==> config.mk <==
export PLATFORM = sky130hd
export DESIGN_NAME = nmea_line_capture_ring
export DESIGN_NICKNAME = d
export VERILOG_FILES = /design/src/rtl/nlcr_pkg.sv /design/src/rtl/nlcr_store.sv /design/src/rtl/nmea_line_capture_ring.sv
export SDC_FILE = /design/constraint.sdc
export NUM_CORES = 2
export LEC_CHECK = 0
export BUFFER_PORTS_ARGS = -buffer_cell sky130_fd_sc_hd__buf_2
export CORE_MARGIN = 2
export CORE_UTILIZATION = 51
export DETAILED_ROUTE_END_ITERATION = 6
export PLACE_DENSITY = 0.65
export SYNTH_ARGS = -nofsm -noshare
export SYNTH_HDL_FRONTEND = slang
export SYNTH_HIERARCHICAL = 1
export SYNTH_SLANG_ARGS = --single-unit
export TNS_END_PERCENT = 10
==> constraint.sdc <==
create_clock -name clock -period 14.05 [get_ports clock]
set_input_delay 2.81 -clock clock [delete_from_list [all_inputs] [get_ports clock]]
set_output_delay 2.81 -clock clock [all_outputs]
set_load 0.01 [all_outputs]
==> src/rtl/nlcr_pkg.sv <==
// shared constants and types for the nmea line capture ring
package nlcr_pkg;

   localparam int LINE_MAX_DEFAULT   = 82;
   localparam int SLOT_COUNT_DEFAULT = 3;

   localparam int CHAR_W  = 8;
   localparam int COUNT_W = 7;
   localparam int SLOT_W  = 2;
   localparam int AGE_W   = 2;

   localparam logic [CHAR_W-1:0] LF_CHAR   = 8'h0A;
   localparam logic [CHAR_W-1:0] HIGH_CHAR = 8'h80;

   typedef enum logic {
      OP_RECEIVE = 1'b0,
      OP_READ    = 1'b1
   } op_type;

   typedef struct packed {
      logic              en;
      logic [CHAR_W-1:0] data;
   } bank_write_type;

endpackage

==> src/rtl/nlcr_store.sv <==
// line store split into even and odd byte banks, with per-entry written flags
module nlcr_store #(
   parameter int DEPTH  = 126,
   parameter int ADDR_W = $clog2(DEPTH)
) (
   input  logic                          clock,
   input  logic                          reset,
   input  nlcr_pkg::bank_write_type      wr_even,
   input  logic [ADDR_W-1:0]             wr_even_addr,
   input  nlcr_pkg::bank_write_type      wr_odd,
   input  logic [ADDR_W-1:0]             wr_odd_addr,
   input  logic                          rd_en,
   input  logic [ADDR_W-1:0]             rd_addr,
   input  logic                          rd_odd,
   output logic [nlcr_pkg::CHAR_W-1:0]   rd_byte
);

   logic [nlcr_pkg::CHAR_W-1:0] even_mem [DEPTH];
   logic [nlcr_pkg::CHAR_W-1:0] odd_mem  [DEPTH];
   logic                        even_vld_ff [DEPTH];
   logic                        odd_vld_ff  [DEPTH];

   logic [nlcr_pkg::CHAR_W-1:0] even_data_ff;
   logic [nlcr_pkg::CHAR_W-1:0] odd_data_ff;
   logic                        even_hit_ff;
   logic                        odd_hit_ff;
   logic                        sel_odd_ff;

   // data arrays
   always_ff @(posedge clock) begin
      if (wr_even.en) begin
         even_mem[wr_even_addr] <= wr_even.data;
      end
      if (wr_odd.en) begin
         odd_mem[wr_odd_addr] <= wr_odd.data;
      end
      if (rd_en) begin
         even_data_ff <= even_mem[rd_addr];
         odd_data_ff  <= odd_mem[rd_addr];
         sel_odd_ff   <= rd_odd;
      end
   end

   // written flags, cleared at reset so unwritten bytes read as zero
   always_ff @(posedge clock) begin
      if (reset) begin
         for (int i = 0; i < DEPTH; i++) begin
            even_vld_ff[i] <= 1'b0;
            odd_vld_ff[i]  <= 1'b0;
         end
         even_hit_ff <= 1'b0;
         odd_hit_ff  <= 1'b0;
      end else begin
         if (wr_even.en) begin
            even_vld_ff[wr_even_addr] <= 1'b1;
         end
         if (wr_odd.en) begin
            odd_vld_ff[wr_odd_addr] <= 1'b1;
         end
         if (rd_en) begin
            even_hit_ff <= even_vld_ff[rd_addr];
            odd_hit_ff  <= odd_vld_ff[rd_addr];
         end
      end
   end

   always_comb begin
      if (sel_odd_ff) begin
         rd_byte = odd_hit_ff ? odd_data_ff : '0;
      end else begin
         rd_byte = even_hit_ff ? even_data_ff : '0;
      end
   end

endmodule

==> src/rtl/nmea_line_capture_ring.sv <==
// top level: captures received text lines into a ring of line slots
// reads: a request is registered in the input stage, its result in the result stage
// throughput: one request per cycle, receive or read, while no read waits on a stalled result;
// a line feed writes both of its bytes in the same cycle through the even and odd byte banks
// reset: synchronous, clears the written flags of the whole store at once,
// the fill slot, count, write offset and reader enable; no clearing pass
module nmea_line_capture_ring #(
   parameter int LINE_MAX   = nlcr_pkg::LINE_MAX_DEFAULT,
   parameter int SLOT_COUNT = nlcr_pkg::SLOT_COUNT_DEFAULT
) (
   input  logic        clock,
   input  logic        reset,
   input  logic        req_tvalid,
   output logic        req_tready,
   input  logic [23:0] req_tdata,  // rx_char[7:0], line_age[9:8], byte_index[16:10], zeros
   input  logic [0:0]  req_tuser,  // operation[0]
   output logic        rsp_tvalid,
   input  logic        rsp_tready,
   output logic [7:0]  rsp_tdata,  // read_data[7:0]
   output logic [0:0]  rsp_tuser,  // read_valid[0]
   input  logic        csr_valid,
   output logic        csr_ready,
   input  logic        csr_data
);

   localparam int SLOT_BYTES = LINE_MAX + 1;
   localparam int HALF       = (SLOT_BYTES + 1) / 2;
   localparam int BANK_DEPTH = SLOT_COUNT * HALF;
   localparam int ADDR_W     = $clog2(BANK_DEPTH);
   localparam int CW         = nlcr_pkg::COUNT_W;
   localparam int SW         = nlcr_pkg::SLOT_W;

   localparam logic [ADDR_W-1:0] HALF_A      = ADDR_W'(HALF);
   localparam logic [CW-1:0]     LINE_MAX_C  = CW'(LINE_MAX);
   localparam logic [CW-1:0]     SLOT_BYTES_C = CW'(SLOT_BYTES);
   localparam logic [SW:0]       SLOT_CNT_C  = (SW + 1)'(SLOT_COUNT);
   localparam logic [SW:0]       SLOT_LAST_C = (SW + 1)'(SLOT_COUNT - 1);
   localparam logic [nlcr_pkg::AGE_W-1:0] AGE_MAX_C = nlcr_pkg::AGE_W'(SLOT_COUNT - 2);

   // input stage
   logic                          s1_valid_ff;
   nlcr_pkg::op_type              s1_op_ff;
   logic [nlcr_pkg::CHAR_W-1:0]   s1_char_ff;
   logic [nlcr_pkg::AGE_W-1:0]    s1_age_ff;
   logic [CW-1:0]                 s1_idx_ff;

   // result stage
   logic s2_valid_ff;
   logic s2_rvalid_ff;
   logic s2_show_ff;

   // line state
   logic [SW-1:0] fill_slot_ff, fill_slot_in;
   logic [CW-1:0] char_count_ff, char_count_in;
   logic [CW-1:0] write_offset_ff, write_offset_in;
   logic          reader_enable_ff;

   logic s2_free;
   logic s1_go;
   logic s1_is_read;
   logic req_take;

   logic [CW-1:0]  cnt_inc;
   logic [CW-1:0]  off_next;
   logic           put_first;
   logic           put_second;
   logic [nlcr_pkg::CHAR_W-1:0] first_data;
   logic [ADDR_W-1:0] slot_base;
   logic [ADDR_W-1:0] first_addr;
   logic [ADDR_W-1:0] second_addr;

   nlcr_pkg::bank_write_type wr_even, wr_odd;
   logic [ADDR_W-1:0]        wr_even_addr, wr_odd_addr;

   logic          age_ok;
   logic          idx_ok;
   logic [SW:0]   rd_sum;
   logic [SW-1:0] rd_slot;
   logic [ADDR_W-1:0] rd_addr;
   logic [nlcr_pkg::CHAR_W-1:0] rd_byte;

   assign s1_is_read = (s1_op_ff == nlcr_pkg::OP_READ);
   assign s2_free    = !s2_valid_ff || rsp_tready;
   assign s1_go      = s1_valid_ff && (!s1_is_read || s2_free);
   assign req_tready = !s1_valid_ff || s1_go;
   assign req_take   = req_tvalid && req_tready;
   assign csr_ready  = 1'b1;

   always_ff @(posedge clock) begin
      if (reset) begin
         s1_valid_ff <= 1'b0;
      end else if (req_tready) begin
         s1_valid_ff <= req_tvalid;
      end
   end

   always_ff @(posedge clock) begin
      if (req_take) begin
         s1_op_ff   <= nlcr_pkg::op_type'(req_tuser[0]);
         s1_char_ff <= req_tdata[7:0];
         s1_age_ff  <= req_tdata[9:8];
         s1_idx_ff  <= req_tdata[16:10];
      end
   end

   // receive path
   always_comb begin
      cnt_inc         = char_count_ff + 1'b1;
      off_next        = write_offset_ff + 1'b1;
      fill_slot_in    = fill_slot_ff;
      char_count_in   = char_count_ff;
      write_offset_in = write_offset_ff;
      put_first       = 1'b0;
      put_second      = 1'b0;
      first_data      = s1_char_ff;
      if (s1_go && !s1_is_read) begin
         priority if (cnt_inc > LINE_MAX_C) begin
            char_count_in   = '0;
            write_offset_in = '0;
         end else if (s1_char_ff == nlcr_pkg::LF_CHAR) begin
            put_first       = write_offset_ff < SLOT_BYTES_C;
            put_second      = off_next < SLOT_BYTES_C;
            char_count_in   = '0;
            write_offset_in = '0;
            if ((SW + 1)'(fill_slot_ff) >= SLOT_LAST_C) begin
               fill_slot_in = '0;
            end else begin
               fill_slot_in = fill_slot_ff + 1'b1;
            end
         end else if (s1_char_ff < nlcr_pkg::HIGH_CHAR) begin
            put_first       = write_offset_ff < SLOT_BYTES_C;
            char_count_in   = cnt_inc;
            write_offset_in = off_next;
         end else begin
            char_count_in = cnt_inc;
         end
      end
   end

   assign slot_base   = ADDR_W'(fill_slot_ff) * HALF_A;
   assign first_addr  = slot_base + ADDR_W'(write_offset_ff[CW-1:1]);
   assign second_addr = slot_base + ADDR_W'(off_next[CW-1:1]);

   // the terminator always lands in the other bank from the line feed
   always_comb begin
      if (write_offset_ff[0]) begin
         wr_odd       = '{en: put_first, data: first_data};
         wr_odd_addr  = first_addr;
         wr_even      = '{en: put_second, data: '0};
         wr_even_addr = second_addr;
      end else begin
         wr_even      = '{en: put_first, data: first_data};
         wr_even_addr = first_addr;
         wr_odd       = '{en: put_second, data: '0};
         wr_odd_addr  = second_addr;
      end
   end

   always_ff @(posedge clock) begin
      if (reset) begin
         fill_slot_ff     <= '0;
         char_count_ff    <= '0;
         write_offset_ff  <= '0;
         reader_enable_ff <= 1'b0;
      end else begin
         fill_slot_ff    <= fill_slot_in;
         char_count_ff   <= char_count_in;
         write_offset_ff <= write_offset_in;
         if (csr_valid && csr_ready) begin
            reader_enable_ff <= csr_data;
         end
      end
   end

   // read path
   assign age_ok = s1_age_ff <= AGE_MAX_C;
   assign idx_ok = s1_idx_ff < SLOT_BYTES_C;

   always_comb begin
      rd_sum = (SW + 1)'(fill_slot_ff) + SLOT_LAST_C - (SW + 1)'(s1_age_ff);
      if (!age_ok) begin
         rd_slot = '0;
      end else if (rd_sum >= SLOT_CNT_C) begin
         rd_slot = SW'(rd_sum - SLOT_CNT_C);
      end else begin
         rd_slot = SW'(rd_sum);
      end
      if (idx_ok) begin
         rd_addr = ADDR_W'(rd_slot) * HALF_A + ADDR_W'(s1_idx_ff[CW-1:1]);
      end else begin
         rd_addr = '0;
      end
   end

   nlcr_store #(
      .DEPTH  (BANK_DEPTH),
      .ADDR_W (ADDR_W)
   ) u_store (
      .clock        (clock),
      .reset        (reset),
      .wr_even      (wr_even),
      .wr_even_addr (wr_even_addr),
      .wr_odd       (wr_odd),
      .wr_odd_addr  (wr_odd_addr),
      .rd_en        (s1_go && s1_is_read),
      .rd_addr      (rd_addr),
      .rd_odd       (s1_idx_ff[0]),
      .rd_byte      (rd_byte)
   );

   always_ff @(posedge clock) begin
      if (reset) begin
         s2_valid_ff <= 1'b0;
      end else if (s1_go && s1_is_read) begin
         s2_valid_ff <= 1'b1;
      end else if (rsp_tready) begin
         s2_valid_ff <= 1'b0;
      end
   end

   always_ff @(posedge clock) begin
      if (s1_go && s1_is_read) begin
         s2_rvalid_ff <= reader_enable_ff && age_ok;
         s2_show_ff   <= reader_enable_ff && age_ok && idx_ok;
      end
   end

   assign rsp_tvalid   = s2_valid_ff;
   assign rsp_tdata    = s2_show_ff ? rd_byte : '0;
   assign rsp_tuser[0] = s2_rvalid_ff;

endmodule

After elaboration in Yosys (flattened, before gate mapping) --
Memory sizes are Yosys's and may differ from the RTL's. A register that Yosys moved wholly into a read port is not among the register bits. Index checks and enable logic that the tools add are counted.
Storage, ports and cells: register bits after elaboration 40, output and inout port bits 12, bits in read-only memories 0, memories kept 4, word-level logic and storage cells 98, input port bits 31, memory bits (writable) 2268, latch bits 0
Memories:
- u_store.even_mem | depth 126, bits a word 8, read ports 1, clocked after Yosys merged registers in 1, write ports 1, RTL line nlcr_store.sv:18 | logic [nlcr_pkg::CHAR_W-1:0] even_mem [DEPTH];
- u_store.odd_mem | depth 126, bits a word 8, read ports 1, clocked after Yosys merged registers in 1, write ports 1, RTL line nlcr_store.sv:19 | logic [nlcr_pkg::CHAR_W-1:0] odd_mem [DEPTH];
- u_store.even_vld_ff | depth 126, bits a word 1, read ports 1, clocked after Yosys merged registers in 1, write ports 126, RTL line nlcr_store.sv:20 | logic even_vld_ff [DEPTH];
- u_store.odd_vld_ff | depth 126, bits a word 1, read ports 1, clocked after Yosys merged registers in 1, write ports 126, RTL line nlcr_store.sv:21 | logic odd_vld_ff [DEPTH];
Cells by class: shifts and indexed selects 0, magnitude comparators 8, div/mod/pow operators 0, bitwise gates (word level) 1, reduce and logical (&&, ||, !) cells 18, equal/unequal tests 1, add/sub/neg operators 9, multipliers 2, muxes and demuxes 42
Operators by type and width (number):
- $mux W7 | 10
- $mux W8 | 4
- $mux W1 | 23
- $add A7 B6 Y7 | 3
- $lt A7 B7 Y1 const B | 3
- $mux W9 | 2
- $add A7 B1 Y7 const B | 2
- $mul A2 B5 Y6 const B | 2
- $eq A8 B4 Y1 const B | 1
- $lt A8 B8 Y1 const B | 1
- $gt A7 B7 Y1 const B | 1
- $logic_and A1 B1 Y1 | 6
- $mux W2 | 3
- $add A2 B2 Y3 const B | 1
- $ge A3 B2 Y1 const B | 1
- $logic_not A1 Y1 | 3
- $logic_or A1 B1 Y1 | 3
- $reduce_and A3 Y1 | 1
- $reduce_bool A3 Y1 | 1
- $sub A3 B2 Y3 | 1
- $add A2 B1 Y2 const B | 1
- $ge A2 B2 Y1 const B | 1
- $le A2 B1 Y1 const B | 1
- $reduce_and A2 Y1 | 1
- other kinds (4) | 5

Longest topological paths before layout --
depth in word-level cells 12, gate-level depth with buffers 23

Modules after synthesis --
The synthesis kept the hierarchy.
By module, submodules not included:
- nlcr_store | cells an instance 5076, area an instance 89211.8 um^2, instances 1
- nmea_line_capture_ring | cells an instance 313, area an instance 2788.9 um^2, instances 1

Worst setup path after synthesis --
Ideal clock, no wire load.
path kind input -> output, start input rsp_tready, end output req_tready, required time 11240 ps, setup slack 8077 ps, stages on the path 2, arrival time 3163 ps, path through nor2b_1 > nand3_1
Between the ends: word-level cells in the longest chain between the ends 4
RTL lines:
- from (decl) | RTL line nmea_line_capture_ring.sv:18 | input logic rsp_tready,
- $logic_or A1 B1 Y1 | RTL line nmea_line_capture_ring.sv:83 | assign s2_free = !s2_valid_ff || rsp_tready;
- $logic_or A1 B1 Y1 | RTL line nmea_line_capture_ring.sv:84 | assign s1_go = s1_valid_ff && (!s1_is_read || s2_free);
- $logic_and A1 B1 Y1 | RTL line nmea_line_capture_ring.sv:84
- $logic_or A1 B1 Y1 | RTL line nmea_line_capture_ring.sv:85 | assign req_tready = !s1_valid_ff || s1_go;
- to (decl) | RTL line nmea_line_capture_ring.sv:14 | output logic req_tready,
Every way passes these cells.

Worst setup path after layout --
start register fill_slot_ff[1], end register u_store/odd_data_ff[6] (netlist bit) (read register of u_store.odd_mem), data pin
Between the ends: word-level cells in the longest chain between the ends 8
RTL lines:
- from (decl) | RTL line nmea_line_capture_ring.sv:53 | logic [SW-1:0] fill_slot_ff, fill_slot_in;
- from (signal assigned) | RTL line nmea_line_capture_ring.sv:166 | fill_slot_ff <= fill_slot_in;
- $add A2 B2 Y3 (*) | RTL line nmea_line_capture_ring.sv:180 | rd_sum = (SW + 1)'(fill_slot_ff) + SLOT_LAST_C - (SW + 1)'(s1_age_ff);
- $sub A3 B2 Y3 (*) | RTL line nmea_line_capture_ring.sv:180
- $ge A3 B2 Y1 or $sub A2 B2 Y2 (tied branches) | RTL line nmea_line_capture_ring.sv:183, nmea_line_capture_ring.sv:184
- $mux W2 (*) | RTL line nmea_line_capture_ring.sv:183 | end else if (rd_sum >= SLOT_CNT_C) begin
- $mux W2 (*) | RTL line nmea_line_capture_ring.sv:181 | if (!age_ok) begin
- $mul A2 B5 Y6 (*) | RTL line nmea_line_capture_ring.sv:189 | rd_addr = ADDR_W'(rd_slot) * HALF_A + ADDR_W'(s1_idx_ff[CW-1:1]);
- $add A7 B6 Y7 (*) | RTL line nmea_line_capture_ring.sv:189
- $mux W7 (*) | RTL line nmea_line_capture_ring.sv:188 | if (idx_ok) begin
- named net rd_addr[4] | RTL line nmea_line_capture_ring.sv:79 | logic [ADDR_W-1:0] rd_addr;
- to (decl) | RTL line nlcr_store.sv:24 | logic [nlcr_pkg::CHAR_W-1:0] odd_data_ff;
Mark *: on every way through the listed nets, which the timed path passes. The rest lies on a longest branch. A chain may end at the register's enable or synchronous reset.

==> summary.txt <==
Pwr
  • Cell Pwr Density: ~150 nW/um2
  • VDD IR max: 0.000147 V
  • Pleak: 32.8 nW

Timing
  • Final setup vio count: 0
  • Final hold vios: 0
  • Setup TNS: 0 ps
  • Tightest Pin Transition: 1340 ps
  • RSZ-0062 raised after global routing: false
  • Clk_skew: 24.7 ps
  • F_max: ~120 MHz
  • Fin crit share: 58.2%
  • Pins Over Slew Limit: 0
  • Tmin final: 8170 ps
  • Normalized max-slew margin: approximately a tenth

Floorplan
  • Ports: 43
  • Starting density of the core: 51.5%
  • Core area: 179000 um2
  • Die ar.: roughly 180000 um2
  • Die H: between 400 and 500 um
  • Die width: 429 um
  • Row count: 155

Setup path
  • Startpoint types: register
  • Critical Path AT: between 8000 and 9000 ps
  • Path type of the worst setup path: register to register
  • Worst-path fanout max: 47
  • Max stage delay on crit path: 830 ps
  • Worst Path Required: between 10000 and 15000 ps
  • Crit-path leading delay family: simple AND/OR/NAND/NOR gates
  • Crit. End Element: register
  • Slowest cell on crit path: buf_4
  • Reg2Reg Launch Point: fill_slot_ff[1]$_SDFFE_PP0P_
  • Worst path depth: 23
  • Worst R2R End: u_store/odd_data_ff[6]$_DFFE_PP_
  • R2r setup slk: 5880 ps
  • Number of cells on the worst reg-to-reg path: 23
  • Worst path cell trace: inv_1, ha_1, inv_1, ha_1, ha_1, nor3_1, nor2_1, nor3_1, ha_1, a21oi_1, a211oi_1, o22ai_1, xor2_1, nor2_4, buf_4, buf_4, nor2_4, buf_4, a22oi_1, a21oi_1, nor4_1, o22ai_1, nor4_1
  • Buffers & Inverters on Critical Path: 5
  • Crit path top cell by count: ha_1

Global routing
  • Total gr overflow: 0
  • Largest net degree at the start of global routing: ~130
  • Number of global-route vias before repair: approximately 48000
  • Met2 usage: 38.4%
  • First-pass GRT wire length: about 320000 um
  • Initial antenna violation count: 8
  • Grt met1 use: 32.7%
  • Tot GR Track Use: 23.8%
  • Grt met3 use: 4.11%
  • Most Crowded Layer GR: met2

Cells and area
  • FF+latch area: 67200 um2
  • Layout cells sized above 1: 15.9%
  • Syn-to-layout area delta: 10.5%
  • Area taken by multi-input logic gates: roughly 23000 um2
  • Nets: 5487
  • Util after Layout: a little under three fifths
  • Fill cell count: between 10000 and 15000

Route
  • Detailed Route Iter0 Violations: 5581
  • Avg WL per Cell: 27.7 um
  • Vias/cell: 6.10
  • Remaining antenna violation count after routing: 0
  • Vias: ~49000
  • DRT Pass-1 Iters: 6
  • Drt total wl: 221000 um
  • Drt drc: 0

Synthesis
  • Syn avg cell area: 17.1 um2
  • Register area share after synthesis: 73.0%
  • Synth async-reset ratio: 0%
  • Warnings, synthesis: 6
  • Synth cell types: 73
  • EDFF count, synth: about 2100
  • Primary FF master, synth: edfxtp_1
  • Post-Syn Nets: 5443
  • Post-Syn Area: 92000 um2
  • Cell count after synthesis: 5389
  • #FFs+latches synth: 2330

Min path
  • Hold Path Stages: 2
  • Min-Delay Endpoint: u_store/even_vld_ff[126]$_DFF_P_
  • Hold Crit Start: u_store/even_vld_ff[126]$_DFF_P_
  • Hold Path Class: register to register

Clock tree
  • Post-CTS Setup Inserts: 0
  • Clock transition at the registers of the reported paths: about 70 ps
  • PostCTS Resize Cnt: 0
  • CTS Buf Count: 222
  • CTS tree: done
  • CTS root buf: clkbuf_16
  • Max Root-Sink Buffers: 3
  • Sink Count: 2330
  • H-tree Lvls: 4
  • Clock Latency Late Sink: 850 ps
  • Hold buffers post-CTS: 0

Placed design
  • GP Congestion: 0.829
  • I/O Buffers: 34
  • Hpwl dp: 133000 um

Job
  • Max cap viols: 0

Outcome
  • Status: finished, final reports clean
## cell usage after synthesis (all sizes together), types with 9 or more instances
master	n	area (um2)
edfxtp	2053	61600
nor2	775	2910
mux2i	583	5840
mux4	321	7230
dfxtp	277	5550
a22oi	253	1900
a21oi	176	892
buf	175	1210
clkbuf	131	499
o21ai	113	566
nand2	66	248
nor2b	50	313
mux2	48	544
nor4	46	382
nand3	38	203
o22ai	31	194
and2	26	164
inv	26	97.6
nor3	25	125
ha	20	250
nand2b	19	119
a211oi	10	75.1
nand4	10	62.6
xnor2	10	87.6
a31oi	9	56.3
xor2	9	78.8
## tightest hold or removal path, stage by stage (launching register included)
cell and delay, ps:
dfxtp_1 330, inv_1 40, o31ai_1 50
## registers in the layout, indices dropped and copies added, names as in the netlist
name,cells
reader_enable_ff,1
rsp_tuser,1
s1_is_read,1
rsp_tvalid,1
u_store/sel_odd_ff,1
u_store/odd_vld_ff,128
u_store/odd_mem,1008
char_count_ff,7
u_store/even_hit_ff,1
fill_slot_ff,2
u_store/odd_hit_ff,1
s1_age_ff,2
s2_show_ff,1
s1_valid_ff,1
u_store/even_mem,1008
u_store/even_vld_ff,128
write_offset_ff,7
u_store/even_data_ff,8
u_store/odd_data_ff,8
first_data,8
s1_idx_ff,7
## cell type report
| cell class | instances | area share [%] |
|---|---|---|
| repair buffers | 126 | 0.943 |
| well taps | 2355 | 2.90 |
| diodes | 2 | 0.00492 |
| multi-input cells | 2727 | 22.8 |
| flip-flops and latches | 2330 | 66.1 |
| clock buffers | 327 | 6.26 |
| clock inverters | 95 | 0.906 |
| inverters | 26 | 0.0960 |
## layout by cell type, fill, tap and decap left out, types with 8 or more instances in the layout
cell,n
a2111oi_0,8
a211oi_1,10
a21oi_1,175
a22o_1,8
a22oi_1,253
a31oi_1,8
and2_1,14
and2_4,10
buf_2,33
buf_4,85
bufinv_16,14
clkbuf_1,67
clkbuf_16,225
clkbuf_8,35
clkinv_1,26
clkinv_2,37
dfxtp_1,276
edfxtp_1,2053
ha_1,20
inv_1,24
mux2_2,47
mux2i_1,582
mux4_2,321
nand2_1,66
nand2b_1,19
nand3_1,37
nand4_1,10
nor2_1,768
nor2b_1,35
nor2b_4,14
nor3_1,23
nor4_1,31
nor4_2,15
o21ai_0,95
o21ai_1,18
o22ai_1,31
o31ai_1,8
xnor2_1,10
xor2_1,9
## report_power, final
part	internal, mW	switching (mW)	total [mW]
combinational	0.462	0.924	1.39
sequential	7.55	0.00988	7.56
clock	3.39	2.53	5.93
total	11.4	3.47	14.9
## how the worst max path moves through the flow
stage	startpoint	to	slack, ps
2_1_floorplan	rsp_tready	req_tready	8080
3_3_place_gp	fill_slot_ff[1]$_SDFFE_PP0P_	u_store/odd_data_ff[6]$_DFFE_PP_	5790
3_5_place_dp	fill_slot_ff[1]$_SDFFE_PP0P_	u_store/odd_data_ff[6]$_DFFE_PP_	5850
4_1_cts	fill_slot_ff[1]$_SDFFE_PP0P_	u_store/odd_data_ff[6]$_DFFE_PP_	5780
5_1_grt	fill_slot_ff[1]$_SDFFE_PP0P_	u_store/odd_data_ff[6]$_DFFE_PP_	5390
6_report	fill_slot_ff[1]$_SDFFE_PP0P_	u_store/odd_data_ff[6]$_DFFE_PP_	5880
## logic make-up (layout without fill, tap and decap cells)
| group | Yosys count | count (layout) | share of synthesized area (%) |
|---|---|---|---|
| AOI/OAI and AO/OA | 651 | 651 | 4.56 |
| xor gates and xnor gates | 19 | 19 | 0.181 |
| adders and majority gates | 23 | 23 | 0.337 |
| buffers and inverters | 332 | 574 | 1.96 |
| DFF | 2330 | 2330 | 73.0 |
| muxes | 952 | 952 | 14.8 |
| other | 1 | 3 | 0.00408 |
| and+or+nand+nor | 1081 | 1081 | 5.12 |
## per-layer routing
layer,vias to the layer above,part of all wire (%)
li1,21200,-
met1,25200,41
met2,1942,48
met3,379,7.4
met4,4,3.6
met5,-,0.012
## stage by stage
| stage | hold WS, ps | setup WS, ps | std cells | total power [mW] | cell area, um2 |
|---|---|---|---|---|---|
| 2_1_floorplan | 407 | 8080 | 5389 | 8.62 | 92000 |
| 6_report | 444 | 5880 | 7988 | 14.9 | 102000 |
| 3_5_place_dp | 429 | 5850 | 7564 | 9.09 | 94400 |
| 3_3_place_gp | 434 | 5790 | 7564 | 9.08 | 94400 |
| 4_1_cts | 445 | 5780 | 7986 | 15.0 | 102000 |
| 5_1_grt | 459 | 5390 | 7987 | 15.3 | 102000 |
Note: power is estimated with default switching activity, not from simulation.
